### config.mk
export PLATFORM = sky130hd
export DESIGN_NAME = ntp_seconds_to_local_calendar_core
export DESIGN_NICKNAME = d
export VERILOG_FILES = /design/src/design/ntpcal_pkg.sv /design/src/design/ntpcal_ctrl.sv /design/src/design/ntpcal_dp.sv /design/src/design/ntp_seconds_to_local_calendar_core.sv
export VERILOG_INCLUDE_DIRS = /design/src /design/src/design
export SDC_FILE = /design/constraint.sdc
export NUM_CORES = 2
export LEC_CHECK = 0
export ABC_AREA = 1
export BUFFER_PORTS_ARGS = -buffer_cell sky130_fd_sc_hd__buf_2
export CELL_PAD_IN_SITES_DETAIL_PLACEMENT = 1
export CELL_PAD_IN_SITES_GLOBAL_PLACEMENT = 1
export CORE_MARGIN = 3
export CORE_UTILIZATION = 45
export DETAILED_ROUTE_END_ITERATION = 12
export GPL_TIMING_DRIVEN = 1
export PLACE_DENSITY = 0.74
export SLEW_MARGIN = 25
export SYNTH_ARGS = -nofsm -noshare
export SYNTH_HDL_FRONTEND = slang
export SYNTH_SLANG_ARGS = --single-unit
### constraint.sdc
create_clock -name clk -period 7.9 [get_ports clk]
set_input_delay 0.79 -clock clk [delete_from_list [all_inputs] [get_ports clk]]
set_output_delay 0.79 -clock clk [all_outputs]
set_load 0.05 [all_outputs]
### src/design/ntp_seconds_to_local_calendar_core_assert.svh
// assertion helpers for the calendar core, clocked on clk, off during reset
`ifndef NTP_SECONDS_TO_LOCAL_CALENDAR_CORE_ASSERT_SVH
`define NTP_SECONDS_TO_LOCAL_CALENDAR_CORE_ASSERT_SVH

// same-cycle implication
`define NTPCAL_ASSERT_NOW(lbl, ante, cons) \
  lbl: assert property (@(posedge clk) disable iff (!rst_n) (ante) |-> (cons)) \
    else $error("ntpcal same-cycle check failed");

// next-cycle implication
`define NTPCAL_ASSERT_NEXT(lbl, ante, cons) \
  lbl: assert property (@(posedge clk) disable iff (!rst_n) (ante) |=> (cons)) \
    else $error("ntpcal next-cycle check failed");

`endif

### src/design/ntpcal_pkg.sv
package ntpcal_pkg;

  localparam int ZONE_COUNT  = 50;
  localparam int SECS_PER_DAY = 86400;
  localparam int SECS_PER_HOUR = 3600;
  localparam int SECS_PER_MIN = 60;
  localparam int EPOCH_YEAR  = 1900;
  localparam int ZONE_RESET  = 21;

  // each split pass: a quotient step, then a remainder step
  localparam int DIV_STEPS = 2;

  localparam int WORK_W = 33;
  localparam int DAYS_W = 17;

  // reciprocals: days = (secs >> 7) / 675, hours = (rem >> 4) / 225,
  // minutes = (rem >> 2) / 15, each exact over its operand range
  localparam logic [26:0] DAY_RECIP  = 27'd101806633;  // ceil(2^36 / 675)
  localparam logic [13:0] HOUR_RECIP = 14'd9321;       // ceil(2^21 / 225)
  localparam logic [10:0] MIN_RECIP  = 11'd1093;       // ceil(2^14 / 15)

  localparam logic [16:0] DAY_DIV  = 17'(SECS_PER_DAY);
  localparam logic [16:0] HOUR_DIV = 17'(SECS_PER_HOUR);
  localparam logic [16:0] MIN_DIV  = 17'(SECS_PER_MIN);

  localparam int ZONE_OFFSET [ZONE_COUNT] = '{
    -43200, -39600, -36000, -34200, -32400, -28800, -28800, -25200, -25200, -21600,
    -21600, -18000, -18000, -18000, -16200, -14400, -14400, -12600, -10800, -7200,
    -3600, 0, 0, 3600, 3600, 3600, 7200, 7200, 10800, 10800,
    12600, 14400, 16200, 18000, 19800, 20700, 21600, 23400, 25200, 28800,
    32400, 34200, 36000, 37800, 39600, 41400, 43200, 46500, 46800, 50400
  };

  typedef enum logic [1:0] {
    PH_DAY  = 2'd0,
    PH_HOUR = 2'd1,
    PH_MIN  = 2'd2
  } ntpcal_phase_t;

  typedef struct packed {
    logic          load;
    logic          div_step;
    logic          div_last;
    ntpcal_phase_t phase;
    logic          year_step;
    logic          month_step;
    logic          emit;
  } ntpcal_cmd_t;

  typedef struct packed {
    logic year_more;
    logic month_more;
  } ntpcal_sts_t;

  function automatic logic signed [16:0] zone_offset(input logic [5:0] idx);
    logic signed [16:0] off;
    off = '0;
    if (idx < 6'(ZONE_COUNT)) begin
      off = 17'(ZONE_OFFSET[idx]);
    end
    return off;
  endfunction

  // ylo = year mod 4, m100 = year mod 100, c2 = (year / 100) mod 4
  function automatic logic is_leap(input logic [1:0] ylo, input logic [6:0] m100,
                                   input logic [1:0] c2);
    return (ylo == 2'd0) && ((m100 != 7'd0) || (c2 == 2'd0));
  endfunction

  function automatic logic [4:0] month_len(input logic [3:0] mon, input logic leap);
    logic [4:0] len;
    unique case (mon)
      4'd2:                        len = leap ? 5'd29 : 5'd28;
      4'd4, 4'd6, 4'd9, 4'd11:     len = 5'd30;
      default:                     len = 5'd31;
    endcase
    return len;
  endfunction

endpackage

### src/design/ntpcal_ctrl.sv
module ntpcal_ctrl
  import ntpcal_pkg::*;
(
  input  logic        clk,
  input  logic        rst_n,
  input  logic        in_valid,
  output logic        in_ready,
  output logic        out_valid,
  input  logic        out_ready,
  input  ntpcal_sts_t sts,
  output ntpcal_cmd_t cmd
);

  typedef enum logic [4:0] {
    S_IDLE  = 5'b00001,
    S_DIV   = 5'b00010,
    S_YEAR  = 5'b00100,
    S_MONTH = 5'b01000,
    S_EMIT  = 5'b10000
  } ntpcal_state_t;

  ntpcal_state_t state_r, state_nxt;
  ntpcal_phase_t phase_r, phase_nxt;
  logic [4:0]    cnt_r, cnt_nxt;
  logic          out_valid_r, out_valid_nxt;

  assign in_ready  = (state_r == S_IDLE);
  assign out_valid = out_valid_r;

  always_comb begin
    state_nxt = state_r;
    phase_nxt = phase_r;
    cnt_nxt   = cnt_r;
    cmd       = '0;
    cmd.phase = phase_r;

    unique case (state_r)
      S_IDLE: begin
        if (in_valid) begin
          cmd.load  = 1'b1;
          phase_nxt = PH_DAY;
          cnt_nxt   = 5'(DIV_STEPS - 1);
          state_nxt = S_DIV;
        end
      end
      S_DIV: begin
        cmd.div_step = 1'b1;
        cmd.div_last = (cnt_r == 5'd0);
        if (cnt_r == 5'd0) begin
          unique case (phase_r)
            PH_DAY: begin
              phase_nxt = PH_HOUR;
              cnt_nxt   = 5'(DIV_STEPS - 1);
            end
            PH_HOUR: begin
              phase_nxt = PH_MIN;
              cnt_nxt   = 5'(DIV_STEPS - 1);
            end
            default: begin
              state_nxt = S_YEAR;
            end
          endcase
        end else begin
          cnt_nxt = cnt_r - 5'd1;
        end
      end
      S_YEAR: begin
        if (sts.year_more) begin
          cmd.year_step = 1'b1;
        end else begin
          state_nxt = S_MONTH;
        end
      end
      S_MONTH: begin
        if (sts.month_more) begin
          cmd.month_step = 1'b1;
        end else begin
          state_nxt = S_EMIT;
        end
      end
      S_EMIT: begin
        if (!out_valid_r || out_ready) begin
          cmd.emit  = 1'b1;
          state_nxt = S_IDLE;
        end
      end
      default: begin
        state_nxt = S_IDLE;
      end
    endcase

    out_valid_nxt = cmd.emit ? 1'b1 : (out_ready ? 1'b0 : out_valid_r);
  end

  always_ff @(posedge clk) begin
    if (!rst_n) begin
      state_r     <= S_IDLE;
      phase_r     <= PH_DAY;
      cnt_r       <= '0;
      out_valid_r <= 1'b0;
    end else begin
      state_r     <= state_nxt;
      phase_r     <= phase_nxt;
      cnt_r       <= cnt_nxt;
      out_valid_r <= out_valid_nxt;
    end
  end

endmodule

### src/design/ntpcal_dp.sv
module ntpcal_dp
  import ntpcal_pkg::*;
(
  input  logic        clk,
  input  logic        rst_n,
  input  logic        cfg_we,
  input  logic [5:0]  cfg_wdata,
  input  logic [31:0] in_ntp_seconds,
  input  ntpcal_cmd_t cmd,
  output ntpcal_sts_t sts,
  output logic [10:0] out_year,
  output logic [3:0]  out_month,
  output logic [4:0]  out_day,
  output logic [4:0]  out_hour,
  output logic [5:0]  out_minute,
  output logic [5:0]  out_second,
  output logic        out_clamped
);

  logic [5:0]        zone_r;
  logic [WORK_W-1:0] work_r;
  logic [DAYS_W-1:0] q_r;
  logic [DAYS_W-1:0] days_r;
  logic [4:0]        hour_r;
  logic [5:0]        minute_r;
  logic              clamped_r;
  logic [10:0]       year_r;
  logic [6:0]        ymod100_r;
  logic [1:0]        cent_r;
  logic [3:0]        month_r;

  logic signed [16:0] off;
  logic [33:0]        loc_sum;
  logic [52:0]        day_prod;
  logic [26:0]        hour_prod;
  logic [20:0]        min_prod;
  logic [DAYS_W-1:0]  q_calc;
  logic [16:0]        div_k;
  logic [33:0]        back_prod;
  logic               leap;
  logic [8:0]         ylen;
  logic [4:0]         mlen;

  assign off     = zone_offset(zone_r);
  assign loc_sum = {2'b00, in_ntp_seconds} + {{17{off[16]}}, off};

  // quotient by reciprocal multiply on the pre-shifted remainder
  assign day_prod  = 53'(work_r[32:7]) * 53'(DAY_RECIP);
  assign hour_prod = 27'(work_r[16:4]) * 27'(HOUR_RECIP);
  assign min_prod  = 21'(work_r[11:2]) * 21'(MIN_RECIP);

  always_comb begin
    unique case (cmd.phase)
      PH_DAY: begin
        q_calc = day_prod[52:36];
        div_k  = DAY_DIV;
      end
      PH_HOUR: begin
        q_calc = DAYS_W'(hour_prod[26:21]);
        div_k  = HOUR_DIV;
      end
      default: begin
        q_calc = DAYS_W'(min_prod[20:14]);
        div_k  = MIN_DIV;
      end
    endcase
  end

  // quotient times divisor, taken off the remainder in the remainder step
  assign back_prod = 34'(q_r) * 34'(div_k);

  assign leap = is_leap(year_r[1:0], ymod100_r, cent_r);
  assign ylen = leap ? 9'd366 : 9'd365;
  assign mlen = month_len(month_r, leap);

  assign sts.year_more  = (days_r >= DAYS_W'(ylen));
  assign sts.month_more = (month_r < 4'd12) && (days_r >= DAYS_W'(mlen));

  always_ff @(posedge clk) begin
    if (!rst_n) begin
      zone_r <= 6'(ZONE_RESET);
    end else if (cfg_we) begin
      zone_r <= cfg_wdata;
    end
  end

  always_ff @(posedge clk) begin
    if (cmd.load) begin
      work_r    <= loc_sum[33] ? '0 : loc_sum[WORK_W-1:0];
      clamped_r <= loc_sum[33];
      q_r       <= '0;
      year_r    <= 11'(EPOCH_YEAR);
      ymod100_r <= 7'd0;
      cent_r    <= 2'(EPOCH_YEAR / 100);
      month_r   <= 4'd1;
    end else if (cmd.div_step) begin
      if (cmd.div_last) begin
        work_r <= work_r - back_prod[WORK_W-1:0];
        unique case (cmd.phase)
          PH_DAY: begin
            days_r <= q_r;
          end
          PH_HOUR: begin
            hour_r <= q_r[4:0];
          end
          default: begin
            minute_r <= q_r[5:0];
          end
        endcase
      end else begin
        q_r <= q_calc;
      end
    end else if (cmd.year_step) begin
      days_r <= days_r - DAYS_W'(ylen);
      year_r <= year_r + 11'd1;
      if (ymod100_r == 7'd99) begin
        ymod100_r <= 7'd0;
        cent_r    <= cent_r + 2'd1;
      end else begin
        ymod100_r <= ymod100_r + 7'd1;
      end
    end else if (cmd.month_step) begin
      days_r  <= days_r - DAYS_W'(mlen);
      month_r <= month_r + 4'd1;
    end
  end

  // result word register
  always_ff @(posedge clk) begin
    if (cmd.emit) begin
      out_year    <= year_r;
      out_month   <= month_r;
      out_day     <= days_r[4:0] + 5'd1;
      out_hour    <= hour_r;
      out_minute  <= minute_r;
      out_second  <= work_r[5:0];
      out_clamped <= clamped_r;
    end
  end

endmodule

### src/design/ntp_seconds_to_local_calendar_core.sv
// channel   direction  handshake             word
// in_       input      in_valid/in_ready     in_ntp_seconds
// out_      output     out_valid/out_ready   out_year .. out_clamped
// cfg_      input      cfg_we                cfg_wdata (zone index)
//
// one word in flight; in_ready is high only while the converter is idle
// per word: an accept, then a quotient and a remainder step for days, hours, minutes,
//   then a year walk (a step per year past 1900), a month walk and emit; the year walk dominates
// a finished word sits in the output register, so a new word is taken while it waits
// rst_n is synchronous active low; zone index resets to 21 (utc)
// an output stall holds the next word at emit, and in_ready stays low until it clears
module ntp_seconds_to_local_calendar_core
  import ntpcal_pkg::*;
(
  input  logic        clk,
  input  logic        rst_n,
  // configuration
  input  logic        cfg_we,
  input  logic [5:0]  cfg_wdata,
  // input word
  input  logic        in_valid,
  output logic        in_ready,
  input  logic [31:0] in_ntp_seconds,
  // result word
  output logic        out_valid,
  input  logic        out_ready,
  output logic [10:0] out_year,
  output logic [3:0]  out_month,
  output logic [4:0]  out_day,
  output logic [4:0]  out_hour,
  output logic [5:0]  out_minute,
  output logic [5:0]  out_second,
  output logic        out_clamped
);

  ntpcal_cmd_t cmd;
  ntpcal_sts_t sts;

  // sequencer: accept, three split passes, year walk, month walk, emit
  ntpcal_ctrl u_ctrl (
    .clk       (clk),
    .rst_n     (rst_n),
    .in_valid  (in_valid),
    .in_ready  (in_ready),
    .out_valid (out_valid),
    .out_ready (out_ready),
    .sts       (sts),
    .cmd       (cmd)
  );

  // zone offset add and clamp, reciprocal-multiply splitter, calendar counters
  ntpcal_dp u_dp (
    .clk            (clk),
    .rst_n          (rst_n),
    .cfg_we         (cfg_we),
    .cfg_wdata      (cfg_wdata),
    .in_ntp_seconds (in_ntp_seconds),
    .cmd            (cmd),
    .sts            (sts),
    .out_year       (out_year),
    .out_month      (out_month),
    .out_day        (out_day),
    .out_hour       (out_hour),
    .out_minute     (out_minute),
    .out_second     (out_second),
    .out_clamped    (out_clamped)
  );

`include "ntp_seconds_to_local_calendar_core_assert.svh"

  // converter is busy right after taking a word
  `NTPCAL_ASSERT_NEXT(a_busy_after_accept, in_valid && in_ready, !in_ready)
  // calendar fields stay in range
  `NTPCAL_ASSERT_NOW(a_date_range, out_valid,
    (out_month >= 4'd1) && (out_month <= 4'd12) && (out_day >= 5'd1))
  // time-of-day fields stay in range
  `NTPCAL_ASSERT_NOW(a_time_range, out_valid,
    (out_hour < 5'd24) && (out_minute < 6'd60) && (out_second < 6'd60))

endmodule
==> flow_summary.html <==
<table>
<tr><th>Metric</th><th>Value</th></tr>
<tr><th colspan="2">Status</th></tr>
<tr><td>Outcome</td><td>completed</td></tr>
<tr><th colspan="2">Yosys</th></tr>
<tr><td>Number of synthesized register bits</td><td>160</td></tr>
<tr><td>Post-synthesis average cell area</td><td>7.83 um2</td></tr>
<tr><td>Syn Inst Count</td><td>4331</td></tr>
<tr><td>Yosys warns</td><td>0</td></tr>
<tr><td>Total nets after synthesis</td><td>5405</td></tr>
<tr><td>Netlist Area Pre-Place</td><td>33900 um2</td></tr>
<tr><td>Unique cell type count in the Yosys netlist</td><td>63</td></tr>
<tr><td>Fraction of the yosys area taken by sequential cells</td><td>12.4%</td></tr>
<tr><td>Leading cell types by count after synthesis</td><td>inv_1 (1072), nand2_1 (746), ha_1 (632)</td></tr>
<tr><td>Primary FF master, synth</td><td>edfxtp_1</td></tr>
<tr><td>Share of synthesized flip-flops with an asynchronous set or reset</td><td>0%</td></tr>
<tr><td>Fraction of post-synthesis cell area in the top cell type by area</td><td>23.6%</td></tr>
<tr><td>Post-synthesis cell type with the largest combined area</td><td>fa_1</td></tr>
<tr><td>EDFF count, synth</td><td>100</td></tr>
<tr><td>Cell with the most instances after synthesis</td><td>inv_1</td></tr>
<tr><td>Synth area leaders</td><td>fa_1 (24%), ha_1 (23%), inv_1 (12%)</td></tr>
<tr><th colspan="2">Floorplan</th></tr>
<tr><td>Floorplan core area</td><td>74600 um2</td></tr>
<tr><td>Io pins</td><td>83</td></tr>
<tr><td>Cell row count</td><td>100</td></tr>
<tr><td>Die Outline Area</td><td>78700 um2</td></tr>
<tr><td>Vert. Die Dim</td><td>281 um</td></tr>
<tr><td>Initial Util</td><td>45.5%</td></tr>
<tr><td>Die Span X</td><td>281 um</td></tr>
<tr><th colspan="2">Routing</th></tr>
<tr><td>Total number of vias</td><td>28984</td></tr>
<tr><td>Count of nets left with antenna violations after detail routing</td><td>0</td></tr>
<tr><td>WL/cell</td><td>21.2 um</td></tr>
<tr><td>DRC viols</td><td>0</td></tr>
<tr><td>Total iterations of the first detailed-routing run</td><td>5</td></tr>
<tr><td>Iteration-0 DRC Markers</td><td>1565</td></tr>
<tr><td>Final wirelength</td><td>115 mm</td></tr>
<tr><td>Post-DR vias/cell</td><td>5.37</td></tr>
<tr><th colspan="2">Place</th></tr>
<tr><td>Standard cell area after detailed placement</td><td>35500 um2</td></tr>
<tr><td>Cells after DPL</td><td>5368</td></tr>
<tr><td>Count of port buffers added during placement</td><td>82</td></tr>
<tr><td>Detailed placement HPWL</td><td>98.7 mm</td></tr>
<tr><td>Weighted congestion at the end of routability-driven global placement</td><td>0.950</td></tr>
<tr><th colspan="2">STA</th></tr>
<tr><td>Post-layout min period</td><td>7070 ps</td></tr>
<tr><td>Transition at the pin with the smallest max-transition slack</td><td>1050 ps</td></tr>
<tr><td>RSZ-0062 raised after global routing</td><td>false</td></tr>
<tr><td>Rel. slew slack</td><td>29.8%</td></tr>
<tr><td>Setup violators final</td><td>0</td></tr>
<tr><td>Fraction of the cycle the final worst path needs</td><td>89.5%</td></tr>
<tr><td>Largest clock skew in the final design</td><td>20.2 ps</td></tr>
<tr><td>Slew Limit Fails</td><td>0</td></tr>
<tr><td>Setup TNS after final layout</td><td>0 ps</td></tr>
<tr><td>Max Clk Rate</td><td>141 MHz</td></tr>
<tr><td>Final Hold Violating Endpoints</td><td>0</td></tr>
<tr><th colspan="2">Layout</th></tr>
<tr><td>Net count, final</td><td>5492</td></tr>
<tr><td>Diodes inserted</td><td>0</td></tr>
<tr><td>Count of non-filler cells in the finished layout</td><td>5400</td></tr>
<tr><td>Area growth from synthesis to layout</td><td>6.57%</td></tr>
<tr><td>Fraction of layout instances using a drive strength above 1</td><td>4.63%</td></tr>
<tr><td>Non-Filler Cell Area, Final</td><td>36100 um2</td></tr>
<tr><th colspan="2">Clock tree</th></tr>
<tr><td>Number of instances resized during post-cts repair</td><td>0</td></tr>
<tr><td>Maximum clock insertion buffer count</td><td>2</td></tr>
<tr><td>TritonCTS clock tree</td><td>built</td></tr>
<tr><td>Max H-tree Level</td><td>4</td></tr>
<tr><td>Post-CTS Setup Bufs</td><td>0</td></tr>
<tr><td>Clock slew at the register clock pins of the worst setup and hold paths</td><td>90 ps</td></tr>
<tr><td>Number of clock sinks seen by CTS</td><td>160</td></tr>
<tr><td>Clock latency at the later pin of the worst-skew pair</td><td>500 ps</td></tr>
<tr><td>Clock root buffer master</td><td>clkbuf_16</td></tr>
<tr><td>Post-CTS Hold Fix Bufs</td><td>0</td></tr>
<tr><td>Inserted Clock Buffers</td><td>17</td></tr>
<tr><th colspan="2">Global route</th></tr>
<tr><td>Number of global-route vias before repair</td><td>31499</td></tr>
<tr><td>Initial antenna violation count</td><td>0</td></tr>
<tr><td>Global-route wire length before repair</td><td>180 mm</td></tr>
<tr><td>Pin count of the biggest net entering global routing</td><td>59</td></tr>
<tr><td>GRT Util Overall</td><td>29.9%</td></tr>
<tr><td>Gr ovfl total</td><td>0</td></tr>
<tr><th colspan="2">Critical path</th></tr>
<tr><td>Kind of end point of the critical path</td><td>register</td></tr>
<tr><td>Critical path startpoint category</td><td>register</td></tr>
<tr><td>CP arrival</td><td>7340 ps</td></tr>
<tr><td>R2r worst-path depth</td><td>25</td></tr>
<tr><td>Required time of the worst setup path</td><td>8160 ps</td></tr>
<tr><td>Maximum net fanout on the critical path</td><td>25</td></tr>
<tr><td>Kind of critical path</td><td>register to register</td></tr>
<tr><th colspan="2">Hold path</th></tr>
<tr><td>Cell depth of the worst min-delay path</td><td>0</td></tr>
<tr><td>Class of the tightest hold or removal check</td><td>register to register</td></tr>
<tr><th colspan="2">Flow run</th></tr>
<tr><td>Maximum capacitance violations</td><td>0</td></tr>
</table>
path summary, 6_finish.rpt:
| kind | start | end | slack (ps) |
|---|---|---|---|
| worst min register to register | u_dp.minute_r[5]$_DFFE_PP_ | u_dp.out_minute[5]$_DFFE_PP_ | 420 |
| worst max-delay path | u_ctrl.phase_r[1]$_SDFFE_PN0P_ | u_dp.work_r[23]$_DFFE_PP_ | 830 |
| worst max register to register | u_ctrl.phase_r[1]$_SDFFE_PN0P_ | u_dp.work_r[23]$_DFFE_PP_ | 830 |
| worst min-delay path | u_dp.minute_r[5]$_DFFE_PP_ | u_dp.out_minute[5]$_DFFE_PP_ | 420 |
flip-flops by register name, summed over array words and instances (netlist names), 5 cells and up, named ones only:
signal           flops
u_dp.days_r         17
u_dp.work_r         32
u_dp.out_year       11
u_dp.out_minute      6
u_dp.year_r         11
u_dp.ymod100_r       7
u_dp.out_second      6
u_dp.q_r            17
u_dp.minute_r        6
u_ctrl.cnt_r         5
u_dp.zone_r          6
u_dp.out_day         5
u_dp.hour_r          5
u_ctrl.state_r       5
u_dp.out_hour        5
cells in the final DEF, fill, tap and decap left out, types with 6 or more instances in the layout:
cell       count
dfxtp_1       60
nor3_1        45
nand4_1       53
ha_1         632
nand2_2       13
buf_4         33
a21o_1        18
nand2_1      745
o21ai_0      157
xnor2_1       18
buf_2         82
nor3b_1        6
nor2_1       311
o21bai_1      23
edfxtp_1     100
nand3b_1      17
xor2_1        44
a31oi_1       24
inv_2         11
o21ai_1       22
nor4_1        13
fa_1         399
a21oi_1      220
clkbuf_16     17
or2_2         12
o211ai_1      13
o21a_1        12
nand3_1      191
inv_1       1072
worst max-delay path, cell delays in order, from the launching register on:
cell and delay (ps):
dfxtp_1 330, buf_4 250, nor2_1 200, clkinv_1 450
nor2_1 330, inv_1 140, fa_1 560, inv_1 70
fa_1 510, inv_1 50, fa_1 500, inv_1 60
fa_1 520, fa_1 550, inv_1 70, fa_1 490
ha_1 380, a21oi_1 160, inv_1 80, a31oi_1 320
o21ai_0 200, a21oi_1 160, nand2_1 80, or2_2 270
nand3_1 70, nand2_1 60
through the flow:
stage | utilization, % | setup slack (ps) | hold slack (ps)
after floorplan | - | 1660 | 400
after global placement | 47.7 | 1150 | 402
after detailed placement | 47.7 | 875 | 406
after CTS | 48.5 | 867 | 420
after global routing | 48.5 | 415 | 430
final | 48.5 | 826 | 421
kinds of logic (layout without fill, tap and decap cells):
group	after synthesis	count (layout)	share of synthesized area [%]
flops	160	160	12.4
buf+inv	1135	1235	12.8
xor+xnor	62	62	1.60
fa+ha+maj	1031	1031	46.9
compound gates	517	517	8.51
simple gates	1426	1426	17.8
final cells by class:
| class | instances | area (um2) |
|---|---|---|
| clock inverter | 14 | 166 |
| fill | 9338 | 38400 |
| sequential | 160 | 4200 |
| inverter | 1088 | 4090 |
| multi-input combinational | 3036 | 25400 |
| timing repair buffer | 115 | 658 |
| clock buffer | 18 | 439 |
| tap | 969 | 1210 |
metal layers:
| layer | GRT usage, % | vias to the layer above | share of wire [%] |
|---|---|---|---|
| met1 | 39.8 | 14371 | 44 |
| met4 | 8.99 | 0 | 3.3 |
| met3 | 4.10 | 174 | 4.8 |
| met5 | 0 | - | 0 |
| met2 | 50.6 | 624 | 47 |
| li1 | - | 13815 | - |
Power is left out: the tool's default activity adds up to more than one toggle a clock period on the data nets, which glitch-free logic cannot reach.
